## src/hdl/tmp_pkg.sv

```systemverilog
`default_nettype none
package tmp_pkg;

    localparam int PIX_W = 8;
    localparam int BIT_W = $clog2(PIX_W);

    typedef logic [PIX_W-1:0] t_pix;

    // Per-cycle control from the sequencer to every channel lane
    typedef struct packed {
        logic             wr_en;
        logic             rd_en;
        logic             cmp;
        logic             start;
        logic             pass_end;
        logic [BIT_W-1:0] bit_sel;
    } t_lane_ctl;

endpackage
`default_nettype wire

```

## src/hdl/tmp_if.sv

```systemverilog
`default_nettype none
interface tmp_pix_if;
    import tmp_pkg::*;

    logic valid;
    logic ready;
    t_pix blue;
    t_pix green;
    t_pix red;
    logic last_sample;

    modport source (output valid, output blue, output green, output red,
                    output last_sample, input ready);
    modport sink   (input valid, input blue, input green, input red,
                    input last_sample, output ready);
endinterface

interface tmp_med_if;
    import tmp_pkg::*;

    logic valid;
    logic ready;
    t_pix median_blue;
    t_pix median_green;
    t_pix median_red;
    logic overflow;

    modport source (output valid, output median_blue, output median_green,
                    output median_red, output overflow, input ready);
    modport sink   (input valid, input median_blue, input median_green,
                    input median_red, input overflow, output ready);
endinterface
`default_nettype wire

```

## src/hdl/temporal_median_pixel_unit.sv

```systemverilog
// Samples are taken one word per cycle while a run is collected.
// After the last sample of a run of n stored samples, the three channel lanes run
// eight bitwise rank passes over their sample RAMs; the result word is loaded into
// the output register once the last pass ends and that register is free, and no samples
// are taken meanwhile. The read passes over the sample RAMs set that wait.
// Synchronous active-low reset clears the run count, overflow flag and output valid.
`default_nettype none
module temporal_median_pixel_unit #(
    parameter int MAX_SAMPLES = 64,
    localparam int CW = $clog2(MAX_SAMPLES + 1)
) (
    input  wire logic  i_clk,
    input  wire logic  i_rst_n,
    tmp_pix_if.sink    i_pix,
    tmp_med_if.source  o_med
);
    import tmp_pkg::*;

    localparam int NUM_LANES = 3;

    t_lane_ctl     w_ctl;
    logic [CW-1:0] w_wr_addr;
    logic [CW-1:0] w_rd_addr;
    logic [CW-1:0] w_rank;
    logic          w_ready;
    logic          w_res_valid;
    logic          w_ovf;
    logic          w_out_free;
    logic          w_load;
    logic          w_acc;
    t_pix          w_pix [NUM_LANES];
    t_pix          w_med [NUM_LANES];

    logic          r_out_valid;
    t_pix          r_med_b;
    t_pix          r_med_g;
    t_pix          r_med_r;
    logic          r_ovf;

    assign w_acc      = i_pix.valid && w_ready;
    assign w_out_free = !r_out_valid || o_med.ready;
    assign w_load     = w_res_valid && w_out_free;

    assign w_pix[0] = i_pix.blue;
    assign w_pix[1] = i_pix.green;
    assign w_pix[2] = i_pix.red;

    tmp_seq #(.MAX_SAMPLES(MAX_SAMPLES)) u_seq (
        .i_clk       (i_clk),
        .i_rst_n     (i_rst_n),
        .i_acc       (w_acc),
        .i_last      (i_pix.last_sample),
        .i_out_free  (w_out_free),
        .o_ready     (w_ready),
        .o_res_valid (w_res_valid),
        .o_ovf       (w_ovf),
        .o_ctl       (w_ctl),
        .o_wr_addr   (w_wr_addr),
        .o_rd_addr   (w_rd_addr),
        .o_rank      (w_rank)
    );

    for (genvar g = 0; g < NUM_LANES; g++) begin : g_lane
        tmp_lane #(.MAX_SAMPLES(MAX_SAMPLES)) u_lane (
            .i_clk     (i_clk),
            .i_ctl     (w_ctl),
            .i_wr_addr (w_wr_addr),
            .i_rd_addr (w_rd_addr),
            .i_rank    (w_rank),
            .i_pix     (w_pix[g]),
            .o_median  (w_med[g])
        );
    end

    // Merge the lane results and the overflow flag into one output word
    always_ff @(posedge i_clk) begin
        if (!i_rst_n) begin
            r_out_valid <= 1'b0;
        end else if (w_load) begin
            r_out_valid <= 1'b1;
        end else if (o_med.ready) begin
            r_out_valid <= 1'b0;
        end
    end

    always_ff @(posedge i_clk) begin
        if (w_load) begin
            r_med_b <= w_med[0];
            r_med_g <= w_med[1];
            r_med_r <= w_med[2];
            r_ovf   <= w_ovf;
        end
    end

    assign i_pix.ready        = w_ready;
    assign o_med.valid        = r_out_valid;
    assign o_med.median_blue  = r_med_b;
    assign o_med.median_green = r_med_g;
    assign o_med.median_red   = r_med_r;
    assign o_med.overflow     = r_ovf;

`ifndef SYNTH
    a_last_stops_intake: assert property (@(posedge i_clk) disable iff (!i_rst_n)
        (w_acc && i_pix.last_sample) |=> !i_pix.ready)
        else $error("sample intake open after last sample");

    a_result_held: assert property (@(posedge i_clk) disable iff (!i_rst_n)
        (w_res_valid && !w_out_free) |=> w_res_valid)
        else $error("result dropped while output register busy");

    a_intake_excl_result: assert property (@(posedge i_clk) disable iff (!i_rst_n)
        i_pix.ready |-> !w_res_valid)
        else $error("intake open while result pending");

    a_load_shows: assert property (@(posedge i_clk) disable iff (!i_rst_n)
        w_load |=> (o_med.valid && !w_res_valid))
        else $error("merged result not presented");
`endif
endmodule
`default_nettype wire

```

## src/hdl/tmp_ram.sv

```systemverilog
`default_nettype none
module tmp_ram #(
    parameter int WIDTH = 8,
    parameter int DEPTH = 64,
    localparam int AW = (DEPTH > 1) ? $clog2(DEPTH) : 1
) (
    input  wire logic             i_clk,
    input  wire logic             i_we,
    input  wire logic [AW-1:0]    i_waddr,
    input  wire logic [WIDTH-1:0] i_wdata,
    input  wire logic             i_re,
    input  wire logic [AW-1:0]    i_raddr,
    output logic      [WIDTH-1:0] o_rdata
);
    logic [WIDTH-1:0] r_mem [DEPTH];

    always_ff @(posedge i_clk) begin
        if (i_we) begin
            r_mem[i_waddr] <= i_wdata;
        end
        if (i_re) begin
            o_rdata <= r_mem[i_raddr];
        end
    end
endmodule
`default_nettype wire

```

## src/hdl/tmp_lane.sv

```systemverilog
`default_nettype none
module tmp_lane #(
    parameter int MAX_SAMPLES = 64,
    localparam int CW = $clog2(MAX_SAMPLES + 1),
    localparam int AW = (MAX_SAMPLES > 1) ? $clog2(MAX_SAMPLES) : 1
) (
    input  wire logic               i_clk,
    input  wire tmp_pkg::t_lane_ctl i_ctl,
    input  wire logic [CW-1:0]      i_wr_addr,
    input  wire logic [CW-1:0]      i_rd_addr,
    input  wire logic [CW-1:0]      i_rank,
    input  wire tmp_pkg::t_pix      i_pix,
    output tmp_pkg::t_pix           o_median
);
    import tmp_pkg::*;

    t_pix          w_rd;
    t_pix          w_upper;
    logic          w_match;
    t_pix          r_prefix;
    logic [CW-1:0] r_rank;
    logic [CW-1:0] r_cnt;

    tmp_ram #(.WIDTH(PIX_W), .DEPTH(MAX_SAMPLES)) u_store (
        .i_clk   (i_clk),
        .i_we    (i_ctl.wr_en),
        .i_waddr (i_wr_addr[AW-1:0]),
        .i_wdata (i_pix),
        .i_re    (i_ctl.rd_en),
        .i_raddr (i_rd_addr[AW-1:0]),
        .o_rdata (w_rd)
    );

    // Entry agrees with the decided upper bits and has a zero at the bit under test
    assign w_upper = {PIX_W{1'b1}} << ({1'b0, i_ctl.bit_sel} + (BIT_W+1)'(1));
    assign w_match = (((w_rd ^ r_prefix) & w_upper) == '0) && !w_rd[i_ctl.bit_sel];

    always_ff @(posedge i_clk) begin
        if (i_ctl.start) begin
            r_prefix <= '0;
            r_rank   <= i_rank;
            r_cnt    <= '0;
        end else if (i_ctl.pass_end) begin
            r_cnt <= '0;
            if (r_cnt <= r_rank) begin
                r_prefix[i_ctl.bit_sel] <= 1'b1;
                r_rank                  <= r_rank - r_cnt;
            end
        end else if (i_ctl.cmp && w_match) begin
            r_cnt <= r_cnt + CW'(1);
        end
    end

    assign o_median = r_prefix;
endmodule
`default_nettype wire

```

## src/hdl/tmp_seq.sv

```systemverilog
`default_nettype none
module tmp_seq #(
    parameter int MAX_SAMPLES = 64,
    localparam int CW = $clog2(MAX_SAMPLES + 1)
) (
    input  wire logic          i_clk,
    input  wire logic          i_rst_n,
    input  wire logic          i_acc,
    input  wire logic          i_last,
    input  wire logic          i_out_free,
    output logic               o_ready,
    output logic               o_res_valid,
    output logic               o_ovf,
    output tmp_pkg::t_lane_ctl o_ctl,
    output logic [CW-1:0]      o_wr_addr,
    output logic [CW-1:0]      o_rd_addr,
    output logic [CW-1:0]      o_rank
);
    import tmp_pkg::*;

    typedef enum logic [2:0] {
        S_COLLECT,
        S_READ,
        S_DRAIN,
        S_DECIDE,
        S_RESULT
    } t_state;

    t_state           r_state;
    logic [CW-1:0]    r_count;
    logic [CW-1:0]    r_addr;
    logic [BIT_W-1:0] r_bit;
    logic             r_drop;
    logic             r_cmp;
    logic             w_room;
    logic [CW-1:0]    w_cnt_next;

    assign w_room     = (r_count < CW'(MAX_SAMPLES));
    assign w_cnt_next = w_room ? (r_count + CW'(1)) : r_count;

    always_ff @(posedge i_clk) begin
        if (!i_rst_n) begin
            r_state <= S_COLLECT;
            r_count <= '0;
            r_addr  <= '0;
            r_bit   <= '0;
            r_drop  <= 1'b0;
            r_cmp   <= 1'b0;
        end else begin
            r_cmp <= (r_state == S_READ);
            case (r_state)
                S_COLLECT: begin
                    if (i_acc) begin
                        r_count <= w_cnt_next;
                        if (!w_room) begin
                            r_drop <= 1'b1;
                        end
                        if (i_last) begin
                            r_addr  <= '0;
                            r_bit   <= BIT_W'(PIX_W - 1);
                            r_state <= S_READ;
                        end
                    end
                end
                S_READ: begin
                    r_addr <= r_addr + CW'(1);
                    if (r_addr == r_count - CW'(1)) begin
                        r_state <= S_DRAIN;
                    end
                end
                S_DRAIN: begin
                    r_state <= S_DECIDE;
                end
                S_DECIDE: begin
                    if (r_bit == '0) begin
                        r_state <= S_RESULT;
                    end else begin
                        r_bit   <= r_bit - BIT_W'(1);
                        r_addr  <= '0;
                        r_state <= S_READ;
                    end
                end
                S_RESULT: begin
                    // hold until the output register takes the word
                    if (i_out_free) begin
                        r_count <= '0;
                        r_drop  <= 1'b0;
                        r_state <= S_COLLECT;
                    end
                end
                default: begin
                    r_state <= S_COLLECT;
                end
            endcase
        end
    end

    always_comb begin
        o_ctl          = '0;
        o_ctl.wr_en    = (r_state == S_COLLECT) && i_acc && w_room;
        o_ctl.rd_en    = (r_state == S_READ);
        o_ctl.cmp      = r_cmp;
        o_ctl.start    = (r_state == S_COLLECT) && i_acc && i_last;
        o_ctl.pass_end = (r_state == S_DECIDE);
        o_ctl.bit_sel  = r_bit;
    end

    assign o_ready     = (r_state == S_COLLECT);
    assign o_res_valid = (r_state == S_RESULT);
    assign o_ovf       = r_drop;
    assign o_wr_addr   = r_count;
    assign o_rd_addr   = r_addr;
    assign o_rank      = w_cnt_next >> 1;
endmodule
`default_nettype wire
```

## src/flat_wrapper.sv

```systemverilog
// flat-port wrapper written by rule: the top's interface ports become plain ports
module temporal_median_pixel_unit_flat import tmp_pkg::*;
#(
    parameter int MAX_SAMPLES = 64,
    localparam int CW = $clog2(MAX_SAMPLES + 1)
)
  (i_clk, i_rst_n, i_pix_valid, i_pix_blue, i_pix_green, i_pix_red, i_pix_last_sample, i_pix_ready, o_med_valid, o_med_median_blue, o_med_median_green, o_med_median_red, o_med_overflow, o_med_ready);
  tmp_pix_if i_pix_i ();
  tmp_med_if o_med_i ();
  input  wire logic i_clk;
  input  wire logic i_rst_n;
  input wire logic [$bits(i_pix_i.valid)-1:0] i_pix_valid;
  input wire logic [$bits(i_pix_i.blue)-1:0] i_pix_blue;
  input wire logic [$bits(i_pix_i.green)-1:0] i_pix_green;
  input wire logic [$bits(i_pix_i.red)-1:0] i_pix_red;
  input wire logic [$bits(i_pix_i.last_sample)-1:0] i_pix_last_sample;
  output wire logic [$bits(i_pix_i.ready)-1:0] i_pix_ready;
  output wire logic [$bits(o_med_i.valid)-1:0] o_med_valid;
  output wire logic [$bits(o_med_i.median_blue)-1:0] o_med_median_blue;
  output wire logic [$bits(o_med_i.median_green)-1:0] o_med_median_green;
  output wire logic [$bits(o_med_i.median_red)-1:0] o_med_median_red;
  output wire logic [$bits(o_med_i.overflow)-1:0] o_med_overflow;
  input wire logic [$bits(o_med_i.ready)-1:0] o_med_ready;
  assign i_pix_i.valid = i_pix_valid;
  assign i_pix_i.blue = i_pix_blue;
  assign i_pix_i.green = i_pix_green;
  assign i_pix_i.red = i_pix_red;
  assign i_pix_i.last_sample = i_pix_last_sample;
  assign i_pix_ready = i_pix_i.ready;
  assign o_med_valid = o_med_i.valid;
  assign o_med_median_blue = o_med_i.median_blue;
  assign o_med_median_green = o_med_i.median_green;
  assign o_med_median_red = o_med_i.median_red;
  assign o_med_overflow = o_med_i.overflow;
  assign o_med_i.ready = o_med_ready;
  temporal_median_pixel_unit #(.MAX_SAMPLES(MAX_SAMPLES)) u_core (.i_clk(i_clk), .i_rst_n(i_rst_n), .i_pix(i_pix_i), .o_med(o_med_i));
endmodule
```

## config.mk

```make
export PLATFORM = sky130hd
export DESIGN_NAME = temporal_median_pixel_unit_flat
export DESIGN_NICKNAME = d
export VERILOG_FILES = /design/src/hdl/tmp_pkg.sv /design/src/hdl/tmp_if.sv /design/src/hdl/temporal_median_pixel_unit.sv /design/src/hdl/tmp_ram.sv /design/src/hdl/tmp_lane.sv /design/src/hdl/tmp_seq.sv /design/src/flat_wrapper.sv
export SDC_FILE = /design/constraint.sdc
export NUM_CORES = 2
export LEC_CHECK = 0
export ABC_AREA = 1
export BUFFER_PORTS_ARGS = -buffer_cell sky130_fd_sc_hd__buf_2
export CAP_MARGIN = 20
export CORE_MARGIN = 1.5
export CORE_UTILIZATION = 62
export CTS_BUF_LIST = sky130_fd_sc_hd__clkbuf_16
export DETAILED_ROUTE_END_ITERATION = 6
export PLACE_DENSITY = 0.78
export SYNTH_ARGS = -nofsm -noshare
export SYNTH_HDL_FRONTEND = slang
export SYNTH_SLANG_ARGS = --single-unit
```

## constraint.sdc

```tcl
create_clock -name i_clk -period 5.27 [get_ports i_clk]
set_clock_uncertainty 0.15 [all_clocks]
set_input_delay 0.2635 -clock i_clk [delete_from_list [all_inputs] [get_ports i_clk]]
set_output_delay 0.2635 -clock i_clk [all_outputs]
set_load 0.01 [all_outputs]
```

Word-level counts from Yosys, hierarchy flattened
Memory sizes are Yosys's and may differ from the RTL's. A register that Yosys moved wholly into a read port is not among the register bits.
Index checks and enable logic that the tools add are counted.
W data, S select, Z words.

operators by class
  add/sub/neg operators = 11
  magnitude comparators = 6
  equality and inequality tests = 12
  shifts and indexed selects = 1
  multiplexer cells = 43
  bitwise gates (word level) = 9
  reductions and logical operators = 43

operators with widths
  cell                   number
  $mux W6                9
  $mux W7                6
  $add A7 B1 Y7 const B  5
  $and A8 B8 Y8          3
  $logic_not A8 Y1       3
  $mux W3                8
  $or A8 B8 Y8           3
  $xor A8 B8 Y8          3
  $le A7 B7 Y1           3
  $pmux W7 S3            1
  $sub A7 B7 Y7          3
  $reduce_and A4 Y1      5
  $pmux W3 S5            1
  $pmux W7 S2            1
  $reduce_bool A2 Y1     7
  $logic_and A1 B1 Y1    12
  $ne A2 B2 Y1 const B   6
  $reduce_and A2 Y1      6
  $mux W1                11
  $bmux W1 S3            3
  $shl A8 B4 Y8 const A  1
  $eq A7 B7 Y1           1
  $lt A7 B7 Y1 const B   1
  $sub A7 B1 Y7 const B  1
  17 further kinds       22

word-level totals
  flip-flop bits (word level) = 114
  memory bits (writable) = 1,536
  output and inout bits = 27
  logic and storage cells = 152
  memories = 3

memory list
  name                                   depth  bits a word  rd ports  clocked after Yosys merged registers in  write ports  line           source
  u_core.g_lane[0].u_lane.u_store.r_mem  64     8            1         1                                        1            tmp_ram.sv:15  logic [WIDTH-1:0] r_mem [DEPTH];
  u_core.g_lane[1].u_lane.u_store.r_mem  64     8            1         1                                        1            tmp_ram.sv:15
  u_core.g_lane[2].u_lane.u_store.r_mem  64     8            1         1                                        1            tmp_ram.sv:15

Longest topological paths before layout
  depth in word-level cells = 6
  depth in mapped cells = 16
  depth with buffers taken out = 14

Hierarchy
From an unflattened synthesis, not the netlist that was laid out.

unflattened totals
  cells, all modules = 6,395
  area, all modules = 71,394.7 sq um

by module, submodules not included
  module                               times used  cells each  area an instance (sq um)  seq. area each (sq um)
  tmp_ram                              3           1,805       21,419.3                  15,615.0
  tmp_lane at u_core.g_lane[0].u_lane  1           237         1,644.1                   510.5
  tmp_lane at u_core.g_lane[2].u_lane  1           236         1,622.8                   510.5
  tmp_lane at u_core.g_lane[1].u_lane  1           240         1,601.5                   510.5
  tmp_seq                              1           233         1,458.9                   440.4
  temporal_median_pixel_unit           1           34          809.5                     770.7

Least setup slack after synthesis
Ideal clock, no wire load.

  path kind = register -> register
  start point = register u_core.u_seq.r_state[2]
  end point = memory u_core.g_lane[0].u_lane.u_store.r_mem[12][0] (enable)
  setup time = 0.405 ns
  arrival = 2.403 ns
  required time = 4.715 ns
  path slack = 2.312 ns
  cell stages (with the launch flop) = 10
  cell sequence = dfxtp_1 > nor2_1 > nand2_1 > inv_1 > nand2_1 > nor2_1 > nand2_1 > inv_1 > nand3_1 > nor2_1

on the way
  word-level cells in the longest chain between the ends = 6

ends and longest elaborated chain
  item                                 line                              source
  from (decl)                          tmp_seq.sv:29                     t_state r_state;
  from (signal assigned)               tmp_seq.sv:43                     r_state <= S_COLLECT;
  from (signal assigned)               tmp_seq.sv:61                     r_state <= S_READ;
  from (signal assigned)               tmp_seq.sv:68                     r_state <= S_DRAIN;
  $logic_not A3 Y1 *                   tmp_seq.sv:108                    assign o_ready = (r_state == S_COLLECT);
  named net i_pix_ready                flat_wrapper.sv:17                output wire logic [$bits(i_pix_i.ready)-1:0] i_pix_ready;
  $logic_and A1 B1 Y1                  temporal_median_pixel_unit.sv:40  assign w_acc = i_pix.valid && w_ready;
  $logic_and A1 B1 Y1 * (2 in series)  tmp_seq.sv:100                    o_ctl.wr_en = (r_state == S_COLLECT) && i_acc && w_room;
  $mux W1 *                            tmp_ram.sv:18                     if (i_we) begin
  $mux W1 (not written as such) *      tmp_ram.sv:19                     r_mem[i_waddr] <= i_wdata;
  to (decl)                            tmp_ram.sv:15

Mark *: on every way through the listed nets, which the timed path passes. The rest lies on a longest branch.

==> impl_results.md <==
- Main combinational cell family by area after synthesis: simple AND/OR/NAND/NOR gates
- Area grow syn2layout: 9.98%
- Synthesized area: 68,300 sq um
- Routed Antenna Nets: 0
- Via count: 46,115
- Initial antenna violation count: 0
- Synth Net Count: 5,699
- PortBufs: 55
- Avg Cell Area, Syn: 12.1 sq um
- Mux cell area share after synthesis: 0
- Synth cell types: 43
- Post-DP HPWL: 101 mm
- Startpoint Class: register
- Arrival time of the worst setup path: 4.43 ns
- Htree depth: 4
- Final min period: 4.05 ns
- Crit Path Category: register to register
- Period utilisation layout: 0.768
- Crit end category: register
- # DRC: 0
- Die height: 335 microns
- Final #Nets: 5,714
- Register area: 49,600 sq um
- Core region area: 109,000 sq um
- Die Wd: 335 microns
- YS warnings: 0
- # clock sinks: 1,674
- Top-area cell type share of the netlist area: 0.705
- Worst slack, placed: 1.66 ns
- Top_reg_cell synth: edfxtp_1
- Xor and xnor fraction of the mapped netlist area: 0.00667
- CP required: 5.65 ns
- Internal reg-to-reg setup slack: 1.22 ns
- #FFs+latches synth: 1,674
- Fmax: 247 MHz
- Pin count of the biggest net entering global routing: 246
- Layout cells sized above 1: 0.0870
- Antenna Diode Count: 0
- Vias in the first global route: 44,290
- Final count of hold timing violations: 0
- Hold path depth: 2
- Post-synth EDFFs: 1,603
- Gr usage total: 0.330
- Global-route wire length before repair: 273 mm
- Pwr Total: 29,600 uW
- Synth Area in Compound Gates: 0.104
- Setup Fix Bufs, Post-CTS: 0
- Final setup fails: 0
- Initial Util: 0.627
- CTS max path bufs: 3
- Max VDD drop: 0.352 mV
- Gate power share: 0.121
- Reg power frac: 0.503
- Total grt overflow: 0
- Reg2reg path depth: 8
- Leakage: 0.0256 uW
- Reg clk slew, reported paths: 0.06 ns
- Worst setup margin: 1.22 ns
- Crit path max fanout: 214
- Footprint of the multi-input gates: 16,500 sq um
- Cts bufs inserted: 163
- # Max-Cap Violations: 0
- Sw power: 7790 uW
- WL/cell: 25.8 microns
- Number of fillers in the final layout: 7,137
- Adder-cell area share of the yosys netlist: 0.00674
- Seq/Total Area, Yosys: 0.726
- Ys async rst share: 0
- Clock Power Share: 0.376
- Vias per cell: 6.41
- Cell taking the most area after synthesis: edfxtp_1
- Internal: 21,800 uW
- Post-Synth Simple-Gate Area: 0.122
- Drt total wl: 185 mm
- Status: completed
- Rows: 121
- Relative slew slack: 0.228
- Pre-antenna DRT Iters: 6
- Sw frac: 0.263
- Slew @ Worst Pin: 1.15 ns
- Fin. max-slew vios: 0
- RSZ-0062 raised after global routing: no
- Gate Count Post-Synth: 5,635
- Top cells by area, synth: edfxtp_1 70%, nor2_1 6.2%, o21ai_0 5.4%, nand2_1 3.7%, o211ai_1 2.1%
- CTS tree: done
- Iter 0 DRT Violations: 7,043
- Placer Congestion: 0.940
- DIE AREA: 112,000 sq um
- PwrDens: 394 nW/um^2
- Clock Latency Late Sink: 0.80 ns
- HP Class: input pin to register
- I/O pin total: 56
- Root Buffer: clkbuf_16
- Setup TNS Final: 0 ns
cell type report:
class,count,share of cell area
Timing Repair Buffer,187,0.0198
Inverter,181,0.00938
Tap cell,1414,0.0236
Clock inverter,134,0.0132
Multi-Input combinational cell,3443,0.220
Clock buffer,163,0.0543
Sequential cell,1674,0.660
placed cells by master (no fill, tap or decap), types with 7 or more instances in the layout:
master / netlist / layout
edfxtp_1: 1603 / 1603
nor2_1: 1123 / 1057
o21ai_0: 735 / 735
nand2_1: 674 / 674
nand3_1: 211 / 211
inv_1: 168 / 210
o211ai_1: 190 / 190
clkbuf_16: 0 / 163
o22ai_1: 122 / 122
buf_4: 37 / 109
a21oi_1: 106 / 106
o21ai_1: 80 / 80
nor2_2: 6 / 70
dfxtp_1: 71 / 67
buf_2: 126 / 55
xor2_1: 41 / 41
clkinv_1: 3 / 40
nand4_1: 37 / 37
ha_1: 32 / 32
clkinv_2: 0 / 28
o21a_1: 19 / 19
buf_12: 0 / 12
xnor2_1: 11 / 11
bufinv_16: 0 / 10
a31oi_1: 9 / 9
nor3_1: 7 / 7
dlygate4sd3_1: 0 / 7
synthesized netlist by cell type (all sizes together), types with 41 or more instances:
| cell | number |
|---|---|
| o22ai | 122 |
| inv | 178 |
| clkbuf | 134 |
| xor2 | 41 |
| buf | 203 |
| a21oi | 106 |
| edfxtp | 1603 |
| nor2 | 1132 |
| dfxtp | 71 |
| nand2 | 677 |
| o21ai | 815 |
| nand3 | 217 |
| o211ai | 190 |
state kept, by name, summed over array words and instances (netlist names), 7 cells and up:
signal,cells
u_core.u_seq.o_rd_addr,7
u_core.g_lane.u_lane.r_cnt,21
u_core.u_seq.o_wr_addr,7
u_core.g_lane.u_lane.u_store.o_rdata,24
u_core.g_lane.u_lane.o_median,24
u_core.o_med.median_blue,8
u_core.o_med.median_green,8
u_core.g_lane.u_lane.r_rank,21
u_core.o_med.median_red,8
u_core.g_lane.u_lane.u_store.r_mem,1536
logic make-up after synthesis:
| kind of cell | Yosys count |
|---|---|
| AO/OA/AOI/OAI | 1272 |
| flip-flops | 1674 |
| adder cells (fa/ha/maj) | 35 |
| AND/OR/NAND/NOR | 2084 |
| XOR/XNOR | 52 |
| buffers and inverters | 518 |
path summary, 6_finish.rpt:
kind	startpoint	end
max	u_core.u_seq.o_rd_addr[0]	u_core.g_lane[2].u_lane.u_store.o_rdata[0]
min	i_pix_green[1]	u_core.g_lane[1].u_lane.u_store.r_mem[4][1]
max reg2reg	u_core.u_seq.o_rd_addr[0]	u_core.g_lane[2].u_lane.u_store.o_rdata[0]
min reg2reg	u_core.g_lane[2].u_lane.r_cnt[6]	u_core.g_lane[2].u_lane.r_cnt[6]
power groups by stage:
stage          Sequential [uW]  Combinational, uW  Clock, uW
3_5_place_dp             15200               3460          0
2_1_floorplan            15000               2480          0
4_1_cts                  14900               3510      11100
6_report                 14900               3590      11100
5_1_grt                  14900               3900      11600
3_3_place_gp             15200               3360          0
worst max-delay path, cell delays in order (launching register included):
cell and delay, ns:
dfxtp_4 0.88, inv_16 0.36, buf_4 0.58, o21ai_0 0.27, o22ai_1 0.10, a21oi_1 0.14
nand3_1 0.45, nand3_1 0.46, nand2_1 0.10
metrics by stage:
stage | std cells | util | hold WS [ns] | area [sq um]
after global routing | 7196 | 0.689 | 0.0265 | 75100
after floorplan | 5635 | - | 0.211 | 68300
after CTS | 7196 | 0.689 | 0.0185 | 75100
after global placement | 6888 | 0.641 | 0.298 | 69900
final | 7196 | 0.689 | 0.0385 | 75100
after detailed placement | 6892 | 0.642 | 0.303 | 70000
layer usage:
layer	vias to the layer above	part of all wire	track usage	wire, microns
li1	20215	-	-	-
met5	-	0	0	0
met4	0	0.061	0.190	11300
met3	544	0.12	0.0714	21500
met1	22280	0.36	0.429	65900
met2	3076	0.47	0.519	86600
what timing repair did:
item / 4_1_cts / 5_1_grt
hold buffers: 7 / 0
gates resized for setup: 0 / 0
endpoints found under the setup margin: 0 / 0
endpoints found under the hold margin: 55 / 0
No activity file was read; power rests on OpenSTA's default activity.
